<file path="src/design/iis_queue.sv">
`timescale 1ns / 1ps
// Two-entry queue between the front and back end of the integral image
// streamer. Generic payload width; no package dependency.
module iis_queue #(
   parameter int DATA_W = 64
) (
   input  logic              clock,
   input  logic              reset,
   input  logic              push,
   input  logic [DATA_W-1:0] wr_data,
   input  logic              pop,
   output logic [DATA_W-1:0] rd_data,
   output logic              full,
   output logic              empty
);

   logic [DATA_W-1:0] entry_ff [2];
   logic              wr_ptr_ff, wr_ptr_in;
   logic              rd_ptr_ff, rd_ptr_in;
   logic [1:0]        count_ff, count_in;

   assign full    = (count_ff == 2'd2);
   assign empty   = (count_ff == 2'd0);
   assign rd_data = entry_ff[rd_ptr_ff];

   // Pointer and fill bookkeeping
   always_comb begin
      wr_ptr_in = push ? ~wr_ptr_ff : wr_ptr_ff;
      rd_ptr_in = pop  ? ~rd_ptr_ff : rd_ptr_ff;
      count_in  = count_ff;
      if (push && !pop) begin
         count_in = count_ff + 2'd1;
      end else if (pop && !push) begin
         count_in = count_ff - 2'd1;
      end
   end

   always_ff @(posedge clock) begin
      if (reset) begin
         wr_ptr_ff <= 1'b0;
         rd_ptr_ff <= 1'b0;
         count_ff  <= 2'd0;
      end else begin
         wr_ptr_ff <= wr_ptr_in;
         rd_ptr_ff <= rd_ptr_in;
         count_ff  <= count_in;
      end
   end

   always_ff @(posedge clock) begin
      if (push) begin
         entry_ff[wr_ptr_ff] <= wr_data;
      end
   end

endmodule

</file>
<file path="config.mk">
export PLATFORM = sky130hd
export DESIGN_NAME = iis_queue
export DESIGN_NICKNAME = d
export VERILOG_FILES = /design/src/design/iis_queue.sv
export SDC_FILE = /design/constraint.sdc
export NUM_CORES = 1
export LEC_CHECK = 0
export BUFFER_PORTS_ARGS = -buffer_cell sky130_fd_sc_hd__buf_2
export CORE_MARGIN = 2
export CORE_UTILIZATION = 45
export CTS_CLUSTER_DIAMETER = 50
export DETAILED_ROUTE_END_ITERATION = 8
export HOLD_SLACK_MARGIN = 0.12
export PLACE_DENSITY = 0.71
export SETUP_SLACK_MARGIN = 0.1
export SYNTH_ARGS = -nofsm -noshare
export SYNTH_HDL_FRONTEND = slang
export SYNTH_SLANG_ARGS = --single-unit
</file>
<file path="constraint.sdc">
create_clock -name clock -period 9.1 [get_ports clock]
set_clock_uncertainty 0.15 [all_clocks]
set_input_delay 2.275 -clock clock [delete_from_list [all_inputs] [get_ports clock]]
set_output_delay 2.275 -clock clock [all_outputs]
set_load 0.01 [all_outputs]
</file>
# Word level (Yosys, flattened, before mapping)
# Memory sizes are Yosys's and may differ from the RTL's. A register that Yosys moved wholly into a read port is not among the register bits.
# Cells that the tools add are included.
[word_totals] ram_bits=128 mem_count=1 regBits=4 elab_cells=21
[classes] n_reduce_logical=6 bitwise=2 muxes=6 eq_ne=1 add_sub_neg=2
[memory_table] memory="entry_ff" words=2 width=64 read_ports=1 rd_ports_with_merged_regs=1 wr=1 line="17" source="logic [DATA_W-1:0] entry_ff [2];"
[ops] op="$mux W1" count=4
[ops] op="$mux W2" count=2
[ops] op="$add A2 B1 Y2 const B" count=1
[ops] op="$eq A2 B2 Y1 const B" count=1
[ops] op="$logic_and A1 B1 Y1" count=2
[ops] op="$logic_not A1 Y1" count=2
[ops] op="$logic_not A2 Y1" count=1
[ops] op="$not A1 Y1" count=2
[ops] op="$reduce_bool A2 Y1" count=1
[ops] op="$sub A2 B1 Y2 const B" count=1

# Depth between registers and ports, before layout
[depth] word_depth=4 mapped_depth=5

# Least setup slack after synthesis
# Ideal clock, no wire load.
[synth_path] path_kind="input to register" from="input push" to="memory entry_ff[0][0], enable pin" slack_ps=3367 t_required_ps=8456 setup_time_ps=494 arrival_ps=5089 path_stages=1 n_path_buf=0 cell_sequence="nor2b_1"
[synth_between] elab_chain_len=2
[synth_rtl] item="start, declared" line="9" source="input logic push,"
[synth_rtl] item="$mux W1" line="51" source="if (push) begin"
[synth_rtl] item="$mux W1 (implied by the code)" line="52" source="entry_ff[wr_ptr_ff] <= wr_data;"
[synth_rtl] item="end, declared" line="17"
# No other way between the ends.

==> flow_summary.yaml <==
outcome:
  status: "complete, no violations"
synthesis:
  synthCells: 221
  synth_top_family_by_area: "multiplexers"
  synth-compound-area-share_pct: 0.207
  synthTopCellsByArea: "edfxtp_1 79%, mux2_2 15%, dfxtp_1 2.1%"
  synth_simple_gate_area_share_pct: 0.955
  synth.yosys.seq_area_share_pct: 81.4
  synth_cell_types: 16
  netlist_area_sq_um: 4850
  synthXorXnorAreaFrac_pct: 0.723
  synth_top_area_share_pct: 79.3
  yosys.area_share.adder_pct: 0.258
  avgSynthCellArea_sq_um: 21.9
  yosysTopAreaCell: "edfxtp_1"
  yosys-mux-area-fraction_pct: 14.9
  ys_ff_latch: 133
  ys_warn_count: 0
  synth_nets: 290
grt:
  antenna_found_initial: 0
  grt_pass1_wl_mm: 12.4
  track_usage_pct: 14.8
  globalRouteOverflowTotal: 0
  grt_pass1_vias: 2578
  grt_max_degree: 65
power_and_ir_drop:
  power.density_nw_per_um2: 248
  vdd_drop_max_mv: 0.147
  leakagePower_uw: 0.00236
floorplanning:
  die_h_um: 108
  ios: 134
  fp.coreArea_sq_um: 10400
  rows: 37
  start_util_pct: 46.7
  die_area_sq_um: 11600
  die_w_um: 108
place:
  gp_congestion: 0.672
  io_buffers: 133
  dp_cells: 485
  place_hpwl_mm: 5.11
  pre_cts_ws_ns: 4.81
  postPlaceCellArea_sq_um: 5630
timing:
  fmax_ghz: 0.210
  slew_viol_final: 0
  worstMarginPinSlew_ns: 0.886
  finalSetupViolations: 0
  timing.final.ws_setup_ns: 4.33
  finalCritPeriodShare_pct: 52.4
  final.setup.tns_ns: 0
  rsz0062_at_grt: "no"
  slew_headroom_pct: 41.0
  post-route-min-period_ns: 4.77
  hold_viol: 0
worst_setup_path:
  critPathKind: "flop to output pin"
  crit_required_ns: 6.68
  critical_path_arrival_ns: 2.34
  cp-end-kind: "output pin"
  start_kind: "flop"
  path_max_fanout: 40
cells_and_area:
  nets: 437
  final_area_sq_um: 6240
  areaGrowthSynthToFinish_pct: 28.8
  stdcell_count: 517
  drive_gt1_share_pct: 61.4
  final_util_pct: 60.2
  nFillCells: 790
  diodes: 0
route:
  routed_via_density: 4.75
  vias: 2455
  first_pass_iters: 4
  drtAntennaViolNets: 0
  drt-wirelength-per-cell_um: 15.7
  totalWireLength_mm: 8.12
  drc: 0
  drtIter0Drc: 61
clocking:
  cts_root_buf: "clkbuf_8"
  postCtsHoldBufs: 0
  clkTransAtPathRegs_ns: 0.06
  cts_tree: "built"
  cts_buffers: 17
  numClockSinks: 133
  cts_setup_buffers: 0
  cts_resized: 0
  htreeDepth: 4
  cts_buffer_depth: 2
  clk_latency_ns: 0.51
flow_run:
  drv_cap: 0
hold_path:
  min_path_type: "flop to flop"
[path summary, 6_finish.rpt]
| check | startpoint | end | slack [ns] | cells after the start |
|---|---|---|---|---|
| min reg2reg | count_ff[1] | count_ff[1] | 0.36 | 2 |
| min | count_ff[1] | count_ff[1] | 0.36 | 2 |
| max | flop | rd_data[25] | 4.33 | 3 |
| max reg2reg | wr_ptr_ff | entry_ff[0][2] | 6.96 | 2 |
[power by group]
part | internal (uW) | switching, uW | leakage [uW]
clock network | 438 | 240 | 0.000287
logic | 67.5 | 72.3 | 0.000832
registers | 715 | 13.0 | 0.00124
[registers in the layout, indices dropped and copies added, names as in the netlist, named ones only]
signal	flops
count_ff	2
entry_ff	128
rd_ptr_ff	1
wr_ptr_ff	1
[kinds of logic after synthesis]
kind of cell,Yosys count
DFF,133
muxes,64
and+or+nand+nor,9
buffers and inverters,8
xor gates and xnor gates,4
AOI/OAI and AO/OA,2
adders and majority gates,1
[layer usage]
metal,up-vias,GRT usage [%],wire (um)
met2,87,24.6,4140
met5,-,0,0
li1,1166,-,-
met3,12,5.99,573
met1,1190,16.7,3280
met4,0,6.59,133
[layout by cell type, fill, tap and decap left out, types with 2 or more instances in the layout]
cell	count
bufinv_16	3
clkbuf_8	4
xnor2_1	2
buf_4	2
dfxtp_1	4
nor2_1	5
mux2_2	64
buf_2	133
xor2_1	2
clkinvlp_4	4
edfxtp_1	128
clkinv_2	2
clkbuf_16	16
[critical path, cell delays in order, from the launching register on]
cell     delay (ns)
dfxtp_2        0.70
buf_4          0.57
mux2_2         0.40
buf_2          0.14
[through the flow]
stage,total power (uW),hold WS (ns)
floorplan,824,0.311
global placement,878,0.330
detailed placement,883,0.350
CTS,1560,0.359
global route,1610,0.404
finish,1550,0.361
[cells in the mapped netlist]
master / n
xor2_1: 2
nor2b_1: 1
ha_1: 1
buf_6: 6
edfxtp_1: 128
o21ai_0: 1
inv_1: 1
mux2_2: 64
a21oi_1: 1
and2_1: 1
nor2_1: 5
xnor2_1: 2
and2b_2: 1
buf_4: 1
dfxtp_1: 5
or3_1: 1
[layout make-up]
cell class | count | area (sq um) | area share [%]
Clock buffer | 20 | 455 | 7.30
Clock inverter | 12 | 151 | 2.43
Inverter | 1 | 3.75 | 0.0601
Multi-Input combinational cell | 80 | 835 | 13.4
Sequential cell | 133 | 3950 | 63.2
Tap cell | 136 | 170 | 2.73
Timing Repair Buffer | 135 | 681 | 10.9
Power figures use the tool's default switching activity.
