==> config.mk <==
export PLATFORM = sky130hd
export DESIGN_NAME = iis_front
export DESIGN_NICKNAME = d
export VERILOG_FILES = /design/src/design/iis_pkg.sv /design/src/design/iis_front.sv
export SDC_FILE = /design/constraint.sdc
export NUM_CORES = 1
export LEC_CHECK = 0
export ABC_CLOCK_PERIOD_IN_PS = 3500
export BUFFER_PORTS_ARGS = -buffer_cell sky130_fd_sc_hd__buf_2
export CAP_MARGIN = 20
export CORE_UTILIZATION = 35
export CTS_BUF_LIST = sky130_fd_sc_hd__clkbuf_8 sky130_fd_sc_hd__clkbuf_16
export DETAILED_ROUTE_END_ITERATION = 10
export PLACE_DENSITY = 0.6
export SKIP_CTS_REPAIR_TIMING = 1
export SLEW_MARGIN = 10
export SYNTH_ARGS = -nofsm -noshare
export SYNTH_HDL_FRONTEND = slang
export SYNTH_SLANG_ARGS = --single-unit
==> constraint.sdc <==
create_clock -name clock -period 3.5 [get_ports clock]
set_input_delay 0.35 -clock clock [delete_from_list [all_inputs] [get_ports clock]]
set_output_delay 0.35 -clock clock [all_outputs]
set_load 0.05 [all_outputs]
==> src/design/iis_pkg.sv <==
`timescale 1ns / 1ps
// Package for the integral image streamer: field widths, register indexes,
// reset values and the per-item control flags shared by front and back end.
// No dependencies.
package iis_pkg;

   // Field and register widths
   localparam int PIXEL_W      = 8;
   localparam int SUM_W        = 32;
   localparam int WIDTH_REG_W  = 11;
   localparam int HEIGHT_REG_W = 16;
   localparam int CSR_DATA_W   = 16;
   localparam int CSR_INDEX_W  = 1;

   // Register reset values
   localparam logic [WIDTH_REG_W-1:0]  WIDTH_RESET  = 11'd1024;
   localparam logic [HEIGHT_REG_W-1:0] HEIGHT_RESET = 16'd768;

   // Configuration register indexes
   typedef enum logic [CSR_INDEX_W-1:0] {
      REG_IMAGE_WIDTH  = 1'b0,
      REG_IMAGE_HEIGHT = 1'b1
   } csr_index_type;

   // Classification of one item, made by the front end
   typedef struct packed {
      logic use_up;     // a row above exists
      logic use_up2;    // two rows above exist
      logic use_left;   // upper-left tilted neighbour applies
      logic use_right;  // upper-right tilted neighbour applies
      logic row_end;    // last pixel of a row
      logic frame_end;  // last pixel of the frame
   } item_flags_type;

endpackage

==> src/design/iis_front.sv <==
`timescale 1ns / 1ps
// Front end of the integral image streamer: raster position counters and
// per-item classification (neighbour use, row end, frame end, buffer addresses).
// Depends on iis_pkg.
module iis_front #(
   parameter int MAX_WIDTH = 1024
) (
   input  logic                                    clock,
   input  logic                                    reset,
   input  logic                                    accept,
   input  logic [iis_pkg::WIDTH_REG_W-1:0]         image_width,
   input  logic [iis_pkg::HEIGHT_REG_W-1:0]        image_height,
   output logic [$clog2(MAX_WIDTH)-1:0]            col,
   output logic [$clog2(MAX_WIDTH)-1:0]            left_col,
   output logic [$clog2(MAX_WIDTH)-1:0]            right_col,
   output iis_pkg::item_flags_type                 flags
);

   localparam int AW  = $clog2(MAX_WIDTH);
   localparam int WW  = $clog2(MAX_WIDTH + 1);
   localparam int RW1 = iis_pkg::HEIGHT_REG_W + 1;

   logic [AW-1:0]                     col_ff, col_in;
   logic [iis_pkg::HEIGHT_REG_W-1:0]  row_ff, row_in;
   logic [WW-1:0]                     eff_width;
   logic [WW-1:0]                     col_inc;
   logic [iis_pkg::HEIGHT_REG_W-1:0]  eff_height;
   logic [RW1-1:0]                    row_inc;
   logic                              row_end;
   logic                              frame_end;

   // Effective frame size: zero acts as one, width is clamped to the buffers
   always_comb begin
      if (image_width == '0) begin
         eff_width = WW'(1);
      end else if (32'(image_width) > 32'(MAX_WIDTH)) begin
         eff_width = WW'(MAX_WIDTH);
      end else begin
         eff_width = WW'(image_width);
      end
      eff_height = (image_height == '0) ? iis_pkg::HEIGHT_REG_W'(1) : image_height;
   end

   // Classification of the current position
   always_comb begin
      col_inc   = WW'(col_ff) + WW'(1);
      row_inc   = {1'b0, row_ff} + RW1'(1);
      row_end   = (col_inc >= eff_width);
      frame_end = row_end && (row_inc >= {1'b0, eff_height});

      flags.use_up    = (row_ff != '0);
      flags.use_up2   = (row_ff[iis_pkg::HEIGHT_REG_W-1:1] != '0);
      flags.use_left  = (row_ff != '0) && (col_ff != '0);
      flags.use_right = (row_ff != '0) && !row_end;
      flags.row_end   = row_end;
      flags.frame_end = frame_end;

      col = col_ff;
      left_col = (col_ff == '0) ? '0 : col_ff - AW'(1);
      if (32'(col_inc) < 32'(MAX_WIDTH)) begin
         right_col = col_inc[AW-1:0];
      end else begin
         right_col = col_ff;
      end
   end

   // Next position
   always_comb begin
      col_in = col_ff;
      row_in = row_ff;
      if (accept) begin
         if (row_end) begin
            col_in = '0;
            row_in = frame_end ? '0 : row_inc[iis_pkg::HEIGHT_REG_W-1:0];
         end else begin
            col_in = col_inc[AW-1:0];
         end
      end
   end

   always_ff @(posedge clock) begin
      if (reset) begin
         col_ff <= '0;
         row_ff <= '0;
      end else begin
         col_ff <= col_in;
         row_ff <= row_in;
      end
   end

   // Counters restart after the last pixel of a frame
   assert property (@(posedge clock) disable iff (reset)
      accept && frame_end |=> col_ff == '0 && row_ff == '0)
      else $error("position counters did not restart after frame end");

endmodule

# Yosys cells after proc, flatten, opt, wreduce, memory -nomap -nowiden
# Index checks and enable logic that the tools add are counted.
# word_totals
ff_bits,26
inputBits,30
output_inout_bits,36
elab_cells,27
# op_classes
addsub,3
order_cmp,4
mux,7
n_reduce_logical,11
# op_table
cell,count
$mux 16,2
$mux 10,3
$mux 11,2
$add 16x1->17 const B,1
$ge 17x16->1,1
$logic_not 16->1,1
$reduce_bool 16->1,1
$reduce_bool 15->1,1
$add 10x1->11 const B,1
$ge 11x11->1,1
$gt 11x11->1 const B,1
$logic_not 11->1,1
$lt 11x11->1 const B,1
$logic_not 10->1,1
$reduce_bool 10->1,1
$sub 10x1->10 const B,1
$logic_and 1x1->1,3
$reduce_and 2->1,1
$logic_not 1->1,1

# Logic depth before layout (Yosys ltp)
# Gate-level depths: netlist (run 1).
# depth
word_depth,6
ltp_mapped,15
mapped_depth_nobuf,12

# Worst setup path before layout (run 1)
# OpenSTA, ideal clock, no wires.
# synth_timing
path_type,register -> output
from,"reg col_ff[0], in the netlist col[0]"
to,out flags[2] (netlist bit)
t_arrival_ns,3.787
required_time_ns,3.150
path_slack_ns,-0.637
stages_incl_launch_ff,15
path_buffers,2
path_cell_list,dfxtp_1 -> ha_1 -> nand3_1 -> nor2_1 -> nand3_1 -> clkbuf_1 -> inv_1 -> ha_1 -> o211a_1 -> o21ai_0 -> nand2_1 -> a31oi_1 -> clkbuf_1 -> inv_1 -> nor2_1
# synth_rtl
item,line_no,source
"start, declared",iis_front.sv:23,"logic [AW-1:0] col_ff, col_in;"
"start signal, assigned",iis_front.sv:86,col_ff <= col_in;
"end, declared",iis_front.sv:16,output iis_pkg::item_flags_type flags

==> impl_metrics.ini, run 1 <==
[finish]
seq_area_sq_um = 548
nNetsFinal = 500
layout-drive-gt1-share_pct = 29.2
fillers = 753
syn2layout_area_growth_pct = 26.2
diodes = 0
multi_input_area_sq_um = 2060
post-route-util_pct = 46.3

[die]
die_area_sq_um = 8040
fp.dieW_um = 89.7
fp.dieH_um = 89.7
start_util_pct = 36.7
core_area_sq_um = 7330
fp-row-count = 31
ios = 66

[global_route]
antenna_found_initial = 0
grt_pass1_vias = 2458
track_usage_pct = 18.3
overflow = 0
grt_max_degree = 32
grt_pass1_wl_um = 11500

[routing]
dr.pass1.iters = 4
wl_um = 7330
vias_per_cell = 5.28
drtIter0Drc = 144
drc = 0
final_antenna_net_count = 0
num_vias = 2833
wire_per_inst_um = 13.6

[power]
cellLeakagePower_nw = 1.65
powerDensity_nw_per_um2 = 213
swShare_pct = 36.0
p_comb_share_pct = 30.2
max-vdd-ir-drop_mv = 0.141
internal_power_w = 0.000462
p_sw_w = 0.000260
seqPwrFrac_pct = 41.5
pwr-share-clk_pct = 28.3

[hold_path]
hp-class = in2reg

[timing]
clock.fmax_mhz = 299
timing.final.crit_share_pct = 95.6
maxSlewHeadroom_pct = 51.0
finalSetupViolations = 0
fin_tns_setup_ps = 0
slew_violations = 0
fin_skew_ps = 4.48
tightestPinTransition_ps = 731
period_needed_ps = 3350
holdWs_ps = 463
hold_viol_final = 0

[critical_path]
cp-endpoint = flags[0]
ff2ff_path_depth = 13
worstSetupPathType = reg2out
rr_startpoint = row_ff[4]$_SDFFE_PP0P_
r2r_setup_slack_ps = 370
crit_fanout = 6
worst_setup_path_end_kind = output pin
r2r-end = row_ff[9]$_SDFFE_PP0P_
cp-startpoint = row_ff[4]$_SDFFE_PP0P_
worstPathRequired_ps = 3150
start_kind = flop
arrival_ps = 3000

[cts]
numClockSinks = 26
cts_tree = done
clkLatencyLatePin_ps = 280
cts_buffer_depth = 2
numCtsBuffers = 3
cts_max_level = 1
clkTransAtPathRegs_ps = 100
cts_root_buf = clkbuf_8

[run_status]
run_status = complete, no violations

[logic_synthesis]
yosysMostFrequentCell = nand2_1
synth_area_sq_um = 2690
yosys-top-cells-count = 42 x nand2_1, 31 x ha_1, 31 x nand3_1
syn_nets = 431
synth_top_area_cell = dfxtp_1
yosysUniqueCellTypes = 49
syn_area_per_cell_sq_um = 7.27
synth_edf_count = 0
synthFlopType = dfxtp_1
synthCells = 370
synth.area.top_cells = dfxtp_1 19%, ha_1 14%, xnor2_1 6.2%
synth-seq-cells = 26
yosysSeqAreaShare_pct = 19.4
synth_top_area_share_pct = 19.4
synthArstFlopShare_pct = 0
synth_warnings = 0

[placement]
io_buffers = 65
globalplace.congestion = 0.830
hpwlAfterDp_um = 5550

[flow_run]
maxCapViolations = 0
-- worst min path at each step --
stage	startpoint	endpoint	slack [ps]	depth (start not counted)
after global routing	accept	col[7]$_SDFFE_PP0P_	490	3
after detailed placement	col[1]$_SDFFE_PP0P_	col[1]$_SDFFE_PP0P_	500	2
final	accept	col[3]$_SDFFE_PP0P_	460	3
after CTS	accept	col[1]$_SDFFE_PP0P_	450	3
after global placement	col[1]$_SDFFE_PP0P_	col[1]$_SDFFE_PP0P_	490	2
after floorplan	row_ff[1]$_SDFFE_PP0P_	row_ff[1]$_SDFFE_PP0P_	470	2
-- worst max-delay path, cell delays in order (launching register included) --
cell and delay (ps):
dfxtp_2 400, nand3_2 140, nor4_2 280, buf_4 160, nand4_1 200, xnor2_2 220
ha_1 300, nand3_1 90, nor4_1 60, a221o_1 380, a211oi_4 250, nor2_1 90
buf_6 160
-- cell type report --
class,count,share of cell area [%]
Clock buffer,4,1.62
Timing Repair Buffer,86,14.9
Tap cell,99,3.65
Inverter,26,2.88
Sequential cell,26,16.2
Multi-Input combinational cell,296,60.8
-- logic make-up (layout without fill, tap and decap cells) --
| family | after synthesis | count (layout) | synth area share (%) |
|---|---|---|---|
| AND/OR/NAND/NOR | 171 | 171 | 32.4 |
| AO/OA/AOI/OAI | 65 | 65 | 16.6 |
| buffers and inverters | 48 | 116 | 7.68 |
| adder cells (fa/ha/maj) | 31 | 31 | 14.4 |
| XOR/XNOR | 28 | 28 | 9.12 |
| flip-flops | 26 | 26 | 19.4 |
| multiplexers | 1 | 1 | 0.419 |
-- through the flow --
step | cells | power (W) | worst slack, ps | instance area (sq um)
floorplan | 370 | 0.000463 | 18.7 | 2710
global placement | 530 | 0.000521 | 267 | 3190
detailed placement | 530 | 0.000524 | 191 | 3190
CTS | 534 | 0.000725 | -137 | 3250
global route | 537 | 0.000759 | -8.34 | 3390
finish | 537 | 0.000722 | 155 | 3390
-- cells in the final DEF, fill, tap and decap left out, types with 2 or more instances in the layout --
master,count
buf_2,63
nand2_1,41
nand3_1,29
ha_1,29
inv_1,25
nor2_1,25
a21oi_1,24
buf_4,20
xnor2_1,17
nor4_1,15
nand2b_1,14
dfxtp_1,12
dfxtp_2,10
o21ai_0,9
nand4_1,9
and3_1,8
xor2_1,8
a31oi_1,7
nor2b_1,5
a221o_1,5
nand4b_1,4
clkbuf_8,4
dfxtp_4,4
nor3_1,3
nor3_2,2
nand3_2,2
nor2_4,2
xnor2_2,2
a21o_1,2
nor2_2,2
and4_1,2
nor3b_1,2
a311oi_1,2
a22oi_1,2
ha_2,2
-- per-layer routing --
metal	wire length, um	track usage, %
met5	0	0
met4	15	1.73
met1	3620	25.5
met2	3470	30.9
met3	218	2.65
-- registers in the layout (all words and copies together), names as in the netlist --
register  flops
row_ff       16
col          10
-- power groups by stage --
stage / logic, W / clock network (W) / registers [W]
floorplan: 0.000148 / 0 / 0.000315
global placement: 0.000212 / 0 / 0.000309
detailed placement: 0.000215 / 0 / 0.000309
CTS: 0.000215 / 0.000208 / 0.000302
global route: 0.000240 / 0.000218 / 0.000301
finish: 0.000218 / 0.000204 / 0.000300
(Power assumes the default switching activity.)
==> inputs of run 2 (changes only) <==
ABC_CLOCK_PERIOD_IN_PS = 3000   (was 3500)
clock period = 3 ns   (was 3.5 ns; I/O delays follow)
==> impl_metrics.ini, run 2 (synthesis results as in run 1) <==
[run_status]
run_status = complete, but fails checks
violations = negative setup slack

[critical_path]
worst_setup_path_end_kind = output pin
path_delay_family = compound AO/OA/AOI/OAI gates
critical_path.max_stage_delay_ps = 380
worstPathRequired_ps = 2700
crit_slowest_cell = dfxtp_4
arrival_ps = 2930
path_cells = ha_4, nand2_2, or3_4, nor2b_2, xor2_1, ha_1, a21o_1, a221o_1, a211oi_4, nor2_2, buf_6
worstSetupPathType = reg2out
path_buf_inv = 1
crit_fanout = 4
start_kind = flop

[power]
powerDensity_nw_per_um2 = 217
swShare_pct = 36.2
max-vdd-ir-drop_mv = 0.146
internal_power_w = 0.000553
p_comb_share_pct = 32.7
seqPwrFrac_pct = 39.9
cellLeakagePower_nw = 1.94
power.total_w = 0.000867
p_sw_w = 0.000314
pwr-share-clk_pct = 27.4

[cts]
cts_buffer_depth = 2
cts_tree = done
numClockSinks = 26
clkTransAtPathRegs_ps = 100
cts_max_level = 1
numCtsBuffers = 3
cts_root_buf = clkbuf_8
clkLatencyLatePin_ps = 280

[timing]
slew_violations = 0
maxSlewHeadroom_pct = 56.5
rsz0062_at_grt = true
fin_skew_ps = 6.06
clock.fmax_mhz = 310
tightestPinTransition_ps = 652
setup_slack_ps = -228
timing.final.crit_share_pct = 108
period_needed_ps = 3230
hold_viol_final = 0
finalSetupViolations = 5

[finish]
layout-drive-gt1-share_pct = 41.6
largest_register_ffs = 16
design_area_sq_um = 4000
final_cell_mix = 63 x buf_2, 61 x buf_4, 40 x nand2_1
syn2layout_area_growth_pct = 48.8
diodes = 0
post-route-util_pct = 54.6
top_register = row_ff
final_common_cell = buf_2
nNetsFinal = 548

[die]
fp-row-count = 31
fp.dieW_um = 89.7
die_area_sq_um = 8040
start_util_pct = 36.7
core_area_sq_um = 7330
fp.dieH_um = 89.7
ios = 66

[routing]
drtIter0Drc = 134
vias_per_cell = 5.29
dr.pass1.iters = 4
wire_per_inst_um = 14.0
drc = 0
wl_um = 8190
num_vias = 3094
final_antenna_net_count = 0

[placement]
hpwlAfterDp_um = 6200
io_buffers = 65
placed_area_sq_um = 3530
globalplace.congestion = 0.868

[global_route]
track_usage_pct = 20.0
overflow = 0
antenna_found_initial = 0
grt_pass1_wl_um = 12600
grt_pass1_vias = 2798
grt_max_degree = 32

[flow_run]
maxCapViolations = 0

[hold_path]
hp-class = in2reg
run 2: changes by cell type in the layout (fill, tap and decap cells not counted), moves of 3 or more:
cell,delta
a21oi_1,-5
a21oi_2,+5
buf_4,+41
buf_6,+6
dfxtp_2,-4
dfxtp_4,+5
nand3_1,-8
nand3_2,+6
nor2_1,-3
run 2: through the flow:
stage / instances / TNS (ps) / hold slack (ps) / setup slack (ps)
finish: 585 / -334 / 412 / -228
detailed placement: 565 / -280 / 490 / -68.3
global route: 585 / -2250 / 440 / -339
floorplan: 370 / -138 / 470 / -71.7
global placement: 565 / -275 / 488 / -161
CTS: 569 / -1280 / 414 / -388
run 2: power groups by stage:
stage / logic, W / clock network, W / registers [W]
after floorplan: 0.000176 / 0 / 0.000364
after global routing: 0.000308 / 0.000259 / 0.000347
final: 0.000283 / 0.000238 / 0.000346
after global placement: 0.000264 / 0 / 0.000356
after detailed placement: 0.000269 / 0 / 0.000356
after CTS: 0.000270 / 0.000240 / 0.000348
run 2: area by class of cell:
| class | instances | area (sq um) |
|---|---|---|
| fillers | 686 | 3330 |
| multi-input cells | 296 | 2250 |
| repair buffers | 134 | 912 |
| flip-flops and latches | 26 | 562 |
| well taps | 99 | 124 |
| inverters | 26 | 100 |
| clock buffers | 4 | 55.1 |
run 2: layer usage:
layer  track usage [%]  routed length (um)
met1              25.1                3710
met2              36.7                4110
met4              4.62                 136
met5                 0                   0
met3              1.83                 226
run 2: final timing paths:
check / from / end / slack (ps) / cells after the start
max reg2reg: row_ff[1]$_SDFFE_PP0P_ / row_ff[2]$_SDFFE_PP0P_ / -40 / 13
max: row_ff[1]$_SDFFE_PP0P_ / flags[0] / -230 / 11
min: accept / col[3]$_SDFFE_PP0P_ / 410 / 3
min reg2reg: col[0]$_SDFFE_PP0P_ / col[0]$_SDFFE_PP0P_ / 520 / 2
run 2: tightest hold or removal path, cell delays in order:
cell	delay, ps
buf_2	200
nand3_1	100
a21oi_1	60
